File: src/hw/rtl/ccse_pkg.sv
`timescale 1ns / 1ps
// ----------------------------------------------------------------------------
// ccse_pkg
// shared types and constants of the contour cell segment extractor
// ----------------------------------------------------------------------------
package ccse_pkg;

  localparam int GridMaxDefault = 1024;
  localparam int CfgIdxW = 3;
  localparam int CfgDataW = 32;

  typedef enum logic [CfgIdxW-1:0] {
    REG_ORIGIN_X = 3'd0,
    REG_ORIGIN_Y = 3'd1,
    REG_STEP_X   = 3'd2,
    REG_STEP_Y   = 3'd3,
    REG_VCAP     = 3'd4,
    REG_COLOUR   = 3'd5
  } reg_idx_t;

  typedef struct packed {
    logic [9:0]         cell_col;
    logic [9:0]         cell_row;
    logic signed [15:0] height_00;
    logic signed [15:0] height_10;
    logic signed [15:0] height_01;
    logic signed [15:0] height_11;
    logic signed [15:0] level;
    logic               last_cell;
  } cell_t;

  typedef struct packed {
    logic signed [15:0] start_x;
    logic signed [15:0] start_y;
    logic signed [15:0] end_x;
    logic signed [15:0] end_y;
    logic [31:0]        colour;
    logic [19:0]        vertices_written;
  } seg_t;

  // one queued edge job: two interpolations of a crossed edge pair
  typedef struct packed {
    logic               emit;
    logic               last_cell;
    logic signed [16:0] num_a;   // level - ha for first edge
    logic signed [16:0] den_a;   // hb - ha
    logic signed [17:0] xa_a;
    logic signed [17:0] ya_a;
    logic signed [16:0] dx_a;
    logic signed [16:0] dy_a;
    logic signed [16:0] num_b;
    logic signed [16:0] den_b;
    logic signed [17:0] xa_b;
    logic signed [17:0] ya_b;
    logic signed [16:0] dx_b;
    logic signed [16:0] dy_b;
  } job_t;

  typedef enum logic [1:0] {
    BK_IDLE,
    BK_DIV,
    BK_OUT
  } bk_state_t;

  function automatic logic signed [15:0] sat16(input logic signed [35:0] v);
    logic signed [15:0] r;
    if (v > 36'sd32767) r = 16'sd32767;
    else if (v < -36'sd32768) r = -16'sd32768;
    else r = v[15:0];
    return r;
  endfunction

endpackage

File: src/hw/rtl/ccse_if.sv
`timescale 1ns / 1ps
// ----------------------------------------------------------------------------
// ccse_if
// valid/ready channel interfaces for items and configuration writes
// ----------------------------------------------------------------------------
interface ccse_cell_if;
  ccse_pkg::cell_t data;
  logic valid;
  logic ready;
  modport source (output valid, output data, input ready);
  modport sink (input valid, input data, output ready);
endinterface

interface ccse_seg_if;
  ccse_pkg::seg_t data;
  logic valid;
  logic ready;
  modport source (output valid, output data, input ready);
  modport sink (input valid, input data, output ready);
endinterface

interface ccse_cfg_if;
  logic [ccse_pkg::CfgIdxW-1:0]  index;
  logic [ccse_pkg::CfgDataW-1:0] wdata;
  logic valid;
  logic ready;
  modport source (output valid, output index, output wdata, input ready);
  modport sink (input valid, input index, input wdata, output ready);
endinterface

File: src/hw/rtl/contour_cell_segment_extractor_unit.sv
`timescale 1ns / 1ps
// ----------------------------------------------------------------------------
// contour_cell_segment_extractor_unit
// marching-squares cell to line segment, one segment per cell at most
// ----------------------------------------------------------------------------
// path: front coordinate and job registers, job queue, back divide and
// output states; a cell with no segment ends when the back takes its job
// divider: serial, forms four 35-bit quotients in turn while the front and
// queue take cells; empty cells pass at 1 a cycle unless the back is busy
// reset: synchronous active-low, registers to defaults, vertex count zero
module contour_cell_segment_extractor_unit #(
  parameter int GRID_MAX = ccse_pkg::GridMaxDefault
) (
  input  logic           clk,
  input  logic           rst_n,
  ccse_cell_if.sink      in_ch,
  ccse_seg_if.source     out_ch,
  ccse_cfg_if.sink       cfg_ch
);
  import ccse_pkg::*;

  logic signed [15:0] origin_x_r, origin_y_r;
  logic [14:0]        step_x_r, step_y_r;
  logic [19:0]        vcap_r;
  logic [31:0]        colour_r;
  logic               fq_valid, fq_ready, qb_valid, qb_ready;
  job_t               fq_job, qb_job;

  assign cfg_ch.ready = 1'b1;

  always_ff @(posedge clk) begin
    if (!rst_n) begin
      origin_x_r <= '0;
      origin_y_r <= '0;
      step_x_r   <= 15'd4096;
      step_y_r   <= 15'd4096;
      vcap_r     <= '1;
      colour_r   <= '1;
    end else if (cfg_ch.valid) begin
      unique case (cfg_ch.index)
        REG_ORIGIN_X: origin_x_r <= cfg_ch.wdata[15:0];
        REG_ORIGIN_Y: origin_y_r <= cfg_ch.wdata[15:0];
        REG_STEP_X:   step_x_r   <= cfg_ch.wdata[14:0];
        REG_STEP_Y:   step_y_r   <= cfg_ch.wdata[14:0];
        REG_VCAP:     vcap_r     <= cfg_ch.wdata[19:0];
        REG_COLOUR:   colour_r   <= cfg_ch.wdata;
        default: ;
      endcase
    end
  end

  ccse_front #(.GRID_MAX(GRID_MAX)) u_front (
    .clk, .rst_n,
    .in_valid(in_ch.valid), .in_ready(in_ch.ready), .in_cell(in_ch.data),
    .origin_x(origin_x_r), .origin_y(origin_y_r),
    .step_x(step_x_r), .step_y(step_y_r),
    .job_valid(fq_valid), .job_ready(fq_ready), .job(fq_job)
  );

  ccse_queue #(.DEPTH(4)) u_queue (
    .clk, .rst_n,
    .wr_valid(fq_valid), .wr_ready(fq_ready), .wr_data(fq_job),
    .rd_valid(qb_valid), .rd_ready(qb_ready), .rd_data(qb_job)
  );

  ccse_back u_back (
    .clk, .rst_n,
    .job_valid(qb_valid), .job_ready(qb_ready), .job(qb_job),
    .vertex_capacity(vcap_r), .segment_colour(colour_r),
    .out_valid(out_ch.valid), .out_ready(out_ch.ready), .out_seg(out_ch.data)
  );

endmodule

File: src/hw/rtl/ccse_front.sv
`timescale 1ns / 1ps
// ----------------------------------------------------------------------------
// ccse_front
// accepts cells, finds corner coordinates and the first two crossed edges
// ----------------------------------------------------------------------------
module ccse_front #(
  parameter int GRID_MAX = ccse_pkg::GridMaxDefault
) (
  input  logic                      clk,
  input  logic                      rst_n,
  input  logic                      in_valid,
  output logic                      in_ready,
  input  ccse_pkg::cell_t           in_cell,
  input  logic signed [15:0]        origin_x,
  input  logic signed [15:0]        origin_y,
  input  logic [14:0]               step_x,
  input  logic [14:0]               step_y,
  output logic                      job_valid,
  input  logic                      job_ready,
  output ccse_pkg::job_t            job
);
  import ccse_pkg::*;

  // stage one: coordinates, registered after the multiply
  logic               s1_valid_r, s1_valid_nxt;
  cell_t              s1_cell_r;
  logic signed [26:0] x0_r, y0_r;
  logic               job_valid_r, job_valid_nxt;
  job_t               job_r;
  logic               s1_go;

  assign job_valid = job_valid_r;
  assign job       = job_r;
  assign s1_go     = !job_valid_r || job_ready;
  assign in_ready  = !s1_valid_r || s1_go;

  always_comb begin
    s1_valid_nxt = s1_valid_r;
    if (in_ready) s1_valid_nxt = in_valid;
    job_valid_nxt = job_valid_r;
    if (s1_go) job_valid_nxt = s1_valid_r;
  end

  always_ff @(posedge clk) begin
    if (!rst_n) begin
      s1_valid_r  <= 1'b0;
      job_valid_r <= 1'b0;
    end else begin
      s1_valid_r  <= s1_valid_nxt;
      job_valid_r <= job_valid_nxt;
    end
  end

  always_ff @(posedge clk) begin
    if (in_ready && in_valid) begin
      s1_cell_r <= in_cell;
      x0_r <= 27'(origin_x) + $signed({1'b0, 26'(in_cell.cell_col * step_x)});
      y0_r <= 27'(origin_y) + $signed({1'b0, 26'(in_cell.cell_row * step_y)});
    end
  end

  // stage two: edge tests and pick of the first two crossings
  logic signed [16:0] ha [4];
  logic signed [16:0] hb [4];
  logic signed [17:0] ex [4];
  logic signed [17:0] ey [4];
  logic signed [16:0] edx [4];
  logic signed [16:0] edy [4];
  logic [3:0]         crs;
  logic signed [16:0] lv;
  logic signed [27:0] x1, y1;
  logic signed [16:0] sx, sy;
  logic               in_grid;
  job_t               job_nxt;
  logic [1:0]         ia, ib;
  logic [2:0]         ncr;

  always_comb begin
    lv = 17'(s1_cell_r.level);
    sx = $signed({2'b00, step_x});
    sy = $signed({2'b00, step_y});
    x1 = 28'(x0_r) + 28'(sx);
    y1 = 28'(y0_r) + 28'(sy);
    ha[0] = 17'(s1_cell_r.height_00); hb[0] = 17'(s1_cell_r.height_10);
    ha[1] = 17'(s1_cell_r.height_10); hb[1] = 17'(s1_cell_r.height_11);
    ha[2] = 17'(s1_cell_r.height_11); hb[2] = 17'(s1_cell_r.height_01);
    ha[3] = 17'(s1_cell_r.height_01); hb[3] = 17'(s1_cell_r.height_00);
    // start coordinates clamped: origin plus cell index times step can lie far
    // outside 18 bits, so each corner coordinate saturates at 18 bits
    ex[0] = x0_r > 27'sd131071 ? 18'sd131071 : (x0_r < -27'sd131072 ? -18'sd131072 : 18'(x0_r));
    ey[0] = y0_r > 27'sd131071 ? 18'sd131071 : (y0_r < -27'sd131072 ? -18'sd131072 : 18'(y0_r));
    ex[1] = x1 > 28'sd131071 ? 18'sd131071 : (x1 < -28'sd131072 ? -18'sd131072 : 18'(x1));
    ey[1] = ey[0];
    ex[2] = ex[1];
    ey[2] = y1 > 28'sd131071 ? 18'sd131071 : (y1 < -28'sd131072 ? -18'sd131072 : 18'(y1));
    ex[3] = ex[0];
    ey[3] = ey[2];
    edx[0] = sx;  edy[0] = '0;
    edx[1] = '0;  edy[1] = sy;
    edx[2] = -sx; edy[2] = '0;
    edx[3] = '0;  edy[3] = -sy;
    for (int i = 0; i < 4; i++) begin
      crs[i] = (ha[i] < lv && hb[i] > lv) || (ha[i] > lv && hb[i] < lv);
    end
    ncr = 3'(crs[0]) + 3'(crs[1]) + 3'(crs[2]) + 3'(crs[3]);
    ia = crs[0] ? 2'd0 : (crs[1] ? 2'd1 : 2'd2);
    priority if (crs[0] && crs[1]) ib = 2'd1;
    else if ((crs[0] || crs[1]) && crs[2]) ib = 2'd2;
    else ib = 2'd3;
    in_grid = (32'(s1_cell_r.cell_col) < GRID_MAX) && (32'(s1_cell_r.cell_row) < GRID_MAX);
    job_nxt.emit = in_grid && (ncr >= 3'd2);
    job_nxt.last_cell = s1_cell_r.last_cell;
    job_nxt.num_a = lv - ha[ia];
    job_nxt.den_a = hb[ia] - ha[ia];
    job_nxt.xa_a = ex[ia];
    job_nxt.ya_a = ey[ia];
    job_nxt.dx_a = edx[ia];
    job_nxt.dy_a = edy[ia];
    job_nxt.num_b = lv - ha[ib];
    job_nxt.den_b = hb[ib] - ha[ib];
    job_nxt.xa_b = ex[ib];
    job_nxt.ya_b = ey[ib];
    job_nxt.dx_b = edx[ib];
    job_nxt.dy_b = edy[ib];
  end

  always_ff @(posedge clk) begin
    if (s1_go && s1_valid_r) job_r <= job_nxt;
  end

endmodule

File: src/hw/rtl/ccse_queue.sv
`timescale 1ns / 1ps
// ----------------------------------------------------------------------------
// ccse_queue
// short fifo of edge jobs between front and back
// ----------------------------------------------------------------------------
module ccse_queue #(
  parameter int DEPTH = 4
) (
  input  logic           clk,
  input  logic           rst_n,
  input  logic           wr_valid,
  output logic           wr_ready,
  input  ccse_pkg::job_t wr_data,
  output logic           rd_valid,
  input  logic           rd_ready,
  output ccse_pkg::job_t rd_data
);
  import ccse_pkg::*;

  localparam int AW = (DEPTH > 1) ? $clog2(DEPTH) : 1;

  job_t            mem_r [DEPTH];
  logic [AW-1:0]   wp_r, wp_nxt, rp_r, rp_nxt;
  logic [AW:0]     cnt_r, cnt_nxt;
  logic            wr_go, rd_go;

  assign wr_ready = cnt_r != (AW+1)'(DEPTH);
  assign rd_valid = cnt_r != '0;
  assign rd_data  = mem_r[rp_r];
  assign wr_go    = wr_valid && wr_ready;
  assign rd_go    = rd_valid && rd_ready;

  always_comb begin
    wp_nxt = wp_r;
    rp_nxt = rp_r;
    if (wr_go) wp_nxt = (wp_r == AW'(DEPTH - 1)) ? '0 : wp_r + 1'b1;
    if (rd_go) rp_nxt = (rp_r == AW'(DEPTH - 1)) ? '0 : rp_r + 1'b1;
    cnt_nxt = cnt_r + (AW+1)'(wr_go) - (AW+1)'(rd_go);
  end

  always_ff @(posedge clk) begin
    if (!rst_n) begin
      wp_r  <= '0;
      rp_r  <= '0;
      cnt_r <= '0;
    end else begin
      wp_r  <= wp_nxt;
      rp_r  <= rp_nxt;
      cnt_r <= cnt_nxt;
    end
  end

  always_ff @(posedge clk) begin
    if (wr_go) mem_r[wp_r] <= wr_data;
  end

endmodule

File: src/hw/rtl/ccse_back.sv
`timescale 1ns / 1ps
// ----------------------------------------------------------------------------
// ccse_back
// interpolates the two crossings with a serial divider, counts vertices
// ----------------------------------------------------------------------------
module ccse_back (
  input  logic           clk,
  input  logic           rst_n,
  input  logic           job_valid,
  output logic           job_ready,
  input  ccse_pkg::job_t job,
  input  logic [19:0]    vertex_capacity,
  input  logic [31:0]    segment_colour,
  output logic           out_valid,
  input  logic           out_ready,
  output ccse_pkg::seg_t out_seg
);
  import ccse_pkg::*;

  localparam int NW = 35;   // magnitude of 2*num*delta + den
  localparam int DW = 18;   // 2*den

  bk_state_t          st_r, st_nxt;
  job_t               job_r;
  logic [1:0]         sel_r, sel_nxt;      // which of four quotients
  logic [5:0]         bit_r, bit_nxt;
  logic [NW-1:0]      quo_r;
  logic [DW:0]        rem_r;
  logic [DW-1:0]      dv_r;
  logic               neg_r;
  logic signed [35:0] res_r [4];
  logic [19:0]        vcnt_r, vcnt_nxt;
  seg_t               seg_r;
  logic               ov_r, ov_nxt;
  logic               job_go, fit;

  logic signed [16:0] cn, cd, cdl;
  logic signed [17:0] cb;
  logic signed [33:0] prod;
  logic [NW-1:0]      nmag;
  logic [DW-1:0]      dmag;
  logic               cneg;
  logic [DW:0]        rtry;
  logic [DW:0]        rsh;
  logic [NW-1:0]      quo_step;

  assign out_valid = ov_r;
  assign out_seg   = seg_r;
  assign job_ready = st_r == BK_IDLE && !ov_r;
  assign job_go    = job_valid && job_ready;
  assign fit       = 21'(vcnt_r) + 21'd2 <= 21'(vertex_capacity);

  // operand set for quotient sel
  always_comb begin
    unique case (sel_r)
      2'd0: begin cn = job_r.num_a; cdl = job_r.dx_a; cd = job_r.den_a; cb = job_r.xa_a; end
      2'd1: begin cn = job_r.num_a; cdl = job_r.dy_a; cd = job_r.den_a; cb = job_r.ya_a; end
      2'd2: begin cn = job_r.num_b; cdl = job_r.dx_b; cd = job_r.den_b; cb = job_r.xa_b; end
      default: begin
        cn = job_r.num_b; cdl = job_r.dy_b; cd = job_r.den_b; cb = job_r.ya_b;
      end
    endcase
    prod = 34'(cn) * 34'(cdl);
    cneg = (prod < 0) != (cd < 0);
    nmag = NW'(2 * (prod < 0 ? -35'(prod) : 35'(prod))) + NW'(cd < 0 ? -18'(cd) : 18'(cd));
    dmag = DW'(2 * (cd < 0 ? -18'(cd) : 18'(cd)));
    rsh  = {rem_r[DW-1:0], quo_r[NW-1]};
    rtry = rsh - {1'b0, dv_r};
    quo_step = {quo_r[NW-2:0], !rtry[DW]};
  end

  always_comb begin
    st_nxt   = st_r;
    sel_nxt  = sel_r;
    bit_nxt  = bit_r;
    vcnt_nxt = vcnt_r;
    ov_nxt   = ov_r;
    if (ov_r && out_ready) ov_nxt = 1'b0;
    unique case (st_r)
      BK_IDLE: begin
        sel_nxt = '0;
        bit_nxt = '0;
        if (job_valid && !ov_r) begin
          if (job.emit && fit) begin
            st_nxt = BK_DIV;
          end else if (job.last_cell) begin
            vcnt_nxt = '0;
          end
        end
      end
      BK_DIV: begin
        if (bit_r == 6'(NW)) begin
          bit_nxt = '0;
          if (sel_r == 2'd3) st_nxt = BK_OUT;
          else sel_nxt = sel_r + 2'd1;
        end else begin
          bit_nxt = bit_r + 6'd1;
        end
      end
      BK_OUT: begin
        st_nxt = BK_IDLE;
        ov_nxt = 1'b1;
        vcnt_nxt = job_r.last_cell ? '0 : vcnt_r + 20'd2;
      end
      default: st_nxt = BK_IDLE;
    endcase
  end

  always_ff @(posedge clk) begin
    if (!rst_n) begin
      st_r   <= BK_IDLE;
      sel_r  <= '0;
      bit_r  <= '0;
      vcnt_r <= '0;
      ov_r   <= 1'b0;
    end else begin
      st_r   <= st_nxt;
      sel_r  <= sel_nxt;
      bit_r  <= bit_nxt;
      vcnt_r <= vcnt_nxt;
      ov_r   <= ov_nxt;
    end
  end

  // restoring divider, one quotient bit a cycle; load on bit zero
  always_ff @(posedge clk) begin
    if (job_go) job_r <= job;
    if (st_r == BK_DIV && bit_r == 6'(NW)) begin
      res_r[sel_r] <= 36'(cb) + (neg_r ? -36'($signed({1'b0, quo_step}))
                                       : 36'($signed({1'b0, quo_step})));
    end
    if (st_r == BK_DIV && bit_r == 6'd0) begin
      quo_r <= nmag;
      rem_r <= '0;
      dv_r  <= dmag;
      neg_r <= cneg;
    end else if (st_r == BK_DIV) begin
      if (!rtry[DW]) begin
        rem_r <= rtry;
        quo_r <= {quo_r[NW-2:0], 1'b1};
      end else begin
        rem_r <= rsh;
        quo_r <= {quo_r[NW-2:0], 1'b0};
      end
    end
    if (st_r == BK_OUT) begin
      seg_r.start_x <= sat16(res_r[0]);
      seg_r.start_y <= sat16(res_r[1]);
      seg_r.end_x   <= sat16(res_r[2]);
      seg_r.end_y   <= sat16(res_r[3]);
      seg_r.colour  <= segment_colour;
      seg_r.vertices_written <= vcnt_r + 20'd2;
    end
  end

endmodule

File: src/flat_wrapper.sv
// flat-port wrapper written by rule: the top's interface ports become plain ports
module contour_cell_segment_extractor_unit_flat import ccse_pkg::*;
#(
  parameter int GRID_MAX = ccse_pkg::GridMaxDefault
)
  (clk, rst_n, in_ch_valid, in_ch_data, in_ch_ready, out_ch_valid, out_ch_data, out_ch_ready, cfg_ch_valid, cfg_ch_index, cfg_ch_wdata, cfg_ch_ready);
  ccse_cell_if in_ch_i ();
  ccse_seg_if out_ch_i ();
  ccse_cfg_if cfg_ch_i ();
  input  logic clk;
  input  logic rst_n;
  input wire logic [$bits(in_ch_i.valid)-1:0] in_ch_valid;
  input wire logic [$bits(in_ch_i.data)-1:0] in_ch_data;
  output wire logic [$bits(in_ch_i.ready)-1:0] in_ch_ready;
  output wire logic [$bits(out_ch_i.valid)-1:0] out_ch_valid;
  output wire logic [$bits(out_ch_i.data)-1:0] out_ch_data;
  input wire logic [$bits(out_ch_i.ready)-1:0] out_ch_ready;
  input wire logic [$bits(cfg_ch_i.valid)-1:0] cfg_ch_valid;
  input wire logic [$bits(cfg_ch_i.index)-1:0] cfg_ch_index;
  input wire logic [$bits(cfg_ch_i.wdata)-1:0] cfg_ch_wdata;
  output wire logic [$bits(cfg_ch_i.ready)-1:0] cfg_ch_ready;
  assign in_ch_i.valid = in_ch_valid;
  assign in_ch_i.data = in_ch_data;
  assign in_ch_ready = in_ch_i.ready;
  assign out_ch_valid = out_ch_i.valid;
  assign out_ch_data = out_ch_i.data;
  assign out_ch_i.ready = out_ch_ready;
  assign cfg_ch_i.valid = cfg_ch_valid;
  assign cfg_ch_i.index = cfg_ch_index;
  assign cfg_ch_i.wdata = cfg_ch_wdata;
  assign cfg_ch_ready = cfg_ch_i.ready;
  contour_cell_segment_extractor_unit #(.GRID_MAX(GRID_MAX)) u_core (.clk(clk), .rst_n(rst_n), .in_ch(in_ch_i), .out_ch(out_ch_i), .cfg_ch(cfg_ch_i));
endmodule
File: config.mk
export PLATFORM = sky130hd
export DESIGN_NAME = contour_cell_segment_extractor_unit_flat
export DESIGN_NICKNAME = d
export VERILOG_FILES = /design/src/hw/rtl/ccse_pkg.sv /design/src/hw/rtl/ccse_if.sv /design/src/hw/rtl/contour_cell_segment_extractor_unit.sv /design/src/hw/rtl/ccse_front.sv /design/src/hw/rtl/ccse_queue.sv /design/src/hw/rtl/ccse_back.sv /design/src/flat_wrapper.sv
export SDC_FILE = /design/constraint.sdc
export NUM_CORES = 2
export LEC_CHECK = 0
export BUFFER_PORTS_ARGS = -buffer_cell sky130_fd_sc_hd__buf_4
export CAP_MARGIN = 40
export CORE_MARGIN = 2
export CORE_UTILIZATION = 40
export CTS_BUF_LIST = sky130_fd_sc_hd__clkbuf_16
export DETAILED_ROUTE_END_ITERATION = 10
export PLACE_DENSITY = 0.66
export SLEW_MARGIN = 10
export SYNTH_ARGS = -nofsm -noshare
export SYNTH_HDL_FRONTEND = slang
export SYNTH_SLANG_ARGS = --single-unit
File: constraint.sdc
create_clock -name clk -period 37.6 [get_ports clk]
set_input_delay 0 -clock clk [delete_from_list [all_inputs] [get_ports clk]]
set_output_delay 0 -clock clk [all_outputs]
set_load 0.02 [all_outputs]
==> flow_summary.ini <==
[sta]
setup_viol = 0
slew_headroom_pct = 35.9
slew_viol_final = 0
fin_crit_sh_pct = 33.4
fmax_ghz = 0.0797
final_hold_viol_count = 0
min_period_ns = 12.55
finalSetupTns_ns = 0
rsz0062_at_grt = false
finClkSkew_ns = 0.0505
tightest_slew_ns = 0.935

[synthesis]
ys.flop_type = edfxtp_1
synth_cells = 8296
ys_seq_elements = 1879
synth_edf_count = 1706
syn-cell-area_um2 = 104000
synth_area_per_cell_um2 = 12.6
synth_cell_types = 85
ys_seq_area_share_pct = 52.4
async_reset_ff_share_pct = 0
synth-warning-count = 0

[clock_network]
clockBufferDepth = 3
clk_pin_slew_ns = 0.06
cts_tree = built
postCtsSetupRepairBufs = 0
worstSkewPairLatency_ns = 0.84
cts_buffers = 191
clock-sinks = 1879
h-tree-depth = 4
clockRootBuffer = clkbuf_16

[floorplanning]
core_area_um2 = 259000
die_area_um2 = 265000
die_width_um = 515
die_y_um = 515
initial_core_util_pct = 40.2
io_pins = 260
rows = 187

[worst_setup_path]
cp.arrival_ns = 13.08
crit_type = register to register
crit_path_top_delay_cell = mux2i_1
critPathLaunchType = register
cp.required_ns = 38.13
cp-end-kind = register
slowest_delay_ns = 0.86
crit_family = compound AO/OA/AOI/OAI gates
critPathBufInv = 7
path_max_fanout = 42

[status]
status = finished clean

[route]
vias = 67200
vias_per_cell = 5.40
drt_first_pass_iters = 7
detail-route-antenna-nets = 0
wl_per_cell_um = 21.7
routed_wl_um = 270000
drc_errors = 0
drt_iter0_drc = 5795

[global_routing]
grt_pass1_wl_um = 411000
grt_pass1_vias = 67400
grt_max_degree = 131
grt_usage_pct = 20.2
antenna_found_initial = 18
overflow = 0

[final_layout]
final_cell_mix = 1,706 x edfxtp_1, 936 x nand2_1, 766 x inv_1
drive_gt1_share_pct = 11.2
area_delta_synth_final_pct = 15.0
final_common_cell = edfxtp_1
nNetsFinal = 10100

[run]
cap_viol_max_count = 0

[place]
finalWeightedCongestion = 0.912
dp_hpwl_um = 197000
port_buffers = 257

[min_path]
min_path_type = primary input to register
-- cell usage after synthesis (22+ instances only) --
cell type,count,area (um^2)
edfxtp_1,1706,51200
nand2_1,936,3510
inv_1,723,2710
nor2_1,588,2210
ha_1,543,6790
fa_1,513,10300
o21ai_0,315,1580
xnor2_1,283,2480
a21oi_1,282,1410
clkbuf_1,255,957
mux4_2,242,5450
dfxtp_1,173,3460
and2_1,169,1060
xor2_1,120,1050
nand3_1,112,561
nor3_1,105,526
mux2i_1,101,1010
a21o_1,97,728
nor2b_1,96,601
a21boi_0,91,683
nand2b_1,75,469
o211ai_1,70,526
o21a_1,61,458
nand4_1,57,357
and3_1,54,338
or3_1,51,319
buf_1,43,161
nor4_1,40,250
o31ai_1,38,285
a22oi_1,29,218
a211oi_1,27,203
a31oi_1,26,163
a222oi_1,25,250
o21bai_1,25,188
o221ai_1,22,193
-- metal layers --
layer | wire length, um | up-vias | global-route usage [%]
met4 | 6960 | 8 | 5.58
met2 | 125000 | 2248 | 32.2
met5 | 53 | - | 0
met3 | 18200 | 371 | 3.07
met1 | 119000 | 33800 | 28.7
li1 | - | 30800 | -
-- cell type report --
| class | count | area [um^2] |
|---|---|---|
| Clock inverter | 159 | 1330 |
| Sequential cell | 1879 | 54700 |
| Clock buffer | 191 | 4780 |
| Antenna cell | 2 | 5.00 |
| Tap cell | 3402 | 4260 |
| Fill cell | 22700 | 139000 |
| Multi-Input combinational cell | 5404 | 46000 |
| Timing Repair Buffer | 680 | 6240 |
| Inverter | 725 | 2720 |
-- cell families after synthesis --
kind of cell,after synthesis,synth area share (%)
AND/OR/NAND/NOR,2343,10.2
XOR/XNOR,403,3.38
buffers and inverters,1029,3.71
AO/OA/AOI/OAI,1226,7.58
flip-flops,1879,52.4
other,2,0.00719
adder cells (fa/ha/maj),1056,16.3
multiplexers,358,6.35
-- worst register-to-register path: cells and delay by family, from the launching register on --
family                     cells  cell delay (ns)
and+or+nand+nor                3             0.51
buffers and inverters          7             1.11
AOI/OAI and AO/OA             19             4.77
xor gates and xnor gates       3             0.47
adders and majority gates      9             4.18
muxes                          1             0.91
DFF                            1             0.35
-- flip-flops by register name (all words and copies together), names as in the netlist, 6 cells and up, named ones only --
register               flops
u_core.colour_r           32
u_core.origin_x_r         16
u_core.origin_y_r         16
u_core.step_x_r           15
u_core.step_y_r           15
u_core.u_back.bit_r        6
u_core.u_back.dv_r        17
u_core.u_back.job_r      209
u_core.u_back.out_seg    115
u_core.u_back.quo_r       35
u_core.u_back.rem_r       18
u_core.u_back.res_r      144
u_core.u_back.vcnt_r      19
u_core.u_front.ha         64
u_core.u_front.job       210
u_core.u_front.lv         16
u_core.u_front.x0_r       27
u_core.u_front.y0_r       27
u_core.u_queue.mem_r     840
u_core.vcap_r             20
-- final timing paths --
kind,start,end,slack [ns],depth (start not counted)
max,u_core.u_back.sel_r[0],u_core.u_back.quo_r[34],25.05,42
min,cfg_ch_wdata[10],u_core.step_x_r[10],0.07,4
max reg2reg,u_core.u_back.sel_r[0],u_core.u_back.quo_r[34],25.05,42
min reg2reg,u_core.colour_r[3],u_core.u_back.out_seg[23],0.43,0
-- metrics by stage --
step | instances | hold WS, ns | setup slack, ns | area (um^2) | utilization (%)
after floorplan | 8312 | 0.0989 | 13.41 | 104000 | -
after global placement | 11800 | 0.179 | 25.03 | 110000 | 42.6
after detailed placement | 11800 | 0.179 | 25.14 | 111000 | 42.9
after CTS | 12400 | 0.000344 | 25.06 | 120000 | 46.3
after global routing | 12400 | 0.0393 | 24.29 | 120000 | 46.3
final | 12400 | 0.0682 | 25.05 | 120000 | 46.3
-- repair_timing --
action / in CTS / in global routing
hold buffers: 262 / 0
hold endpoints to repair: 288 / 0
gates resized for setup: 0 / 0
Power is left out: the tool's default activity adds up to more than one toggle a clock period on the data nets, which glitch-free logic cannot reach.
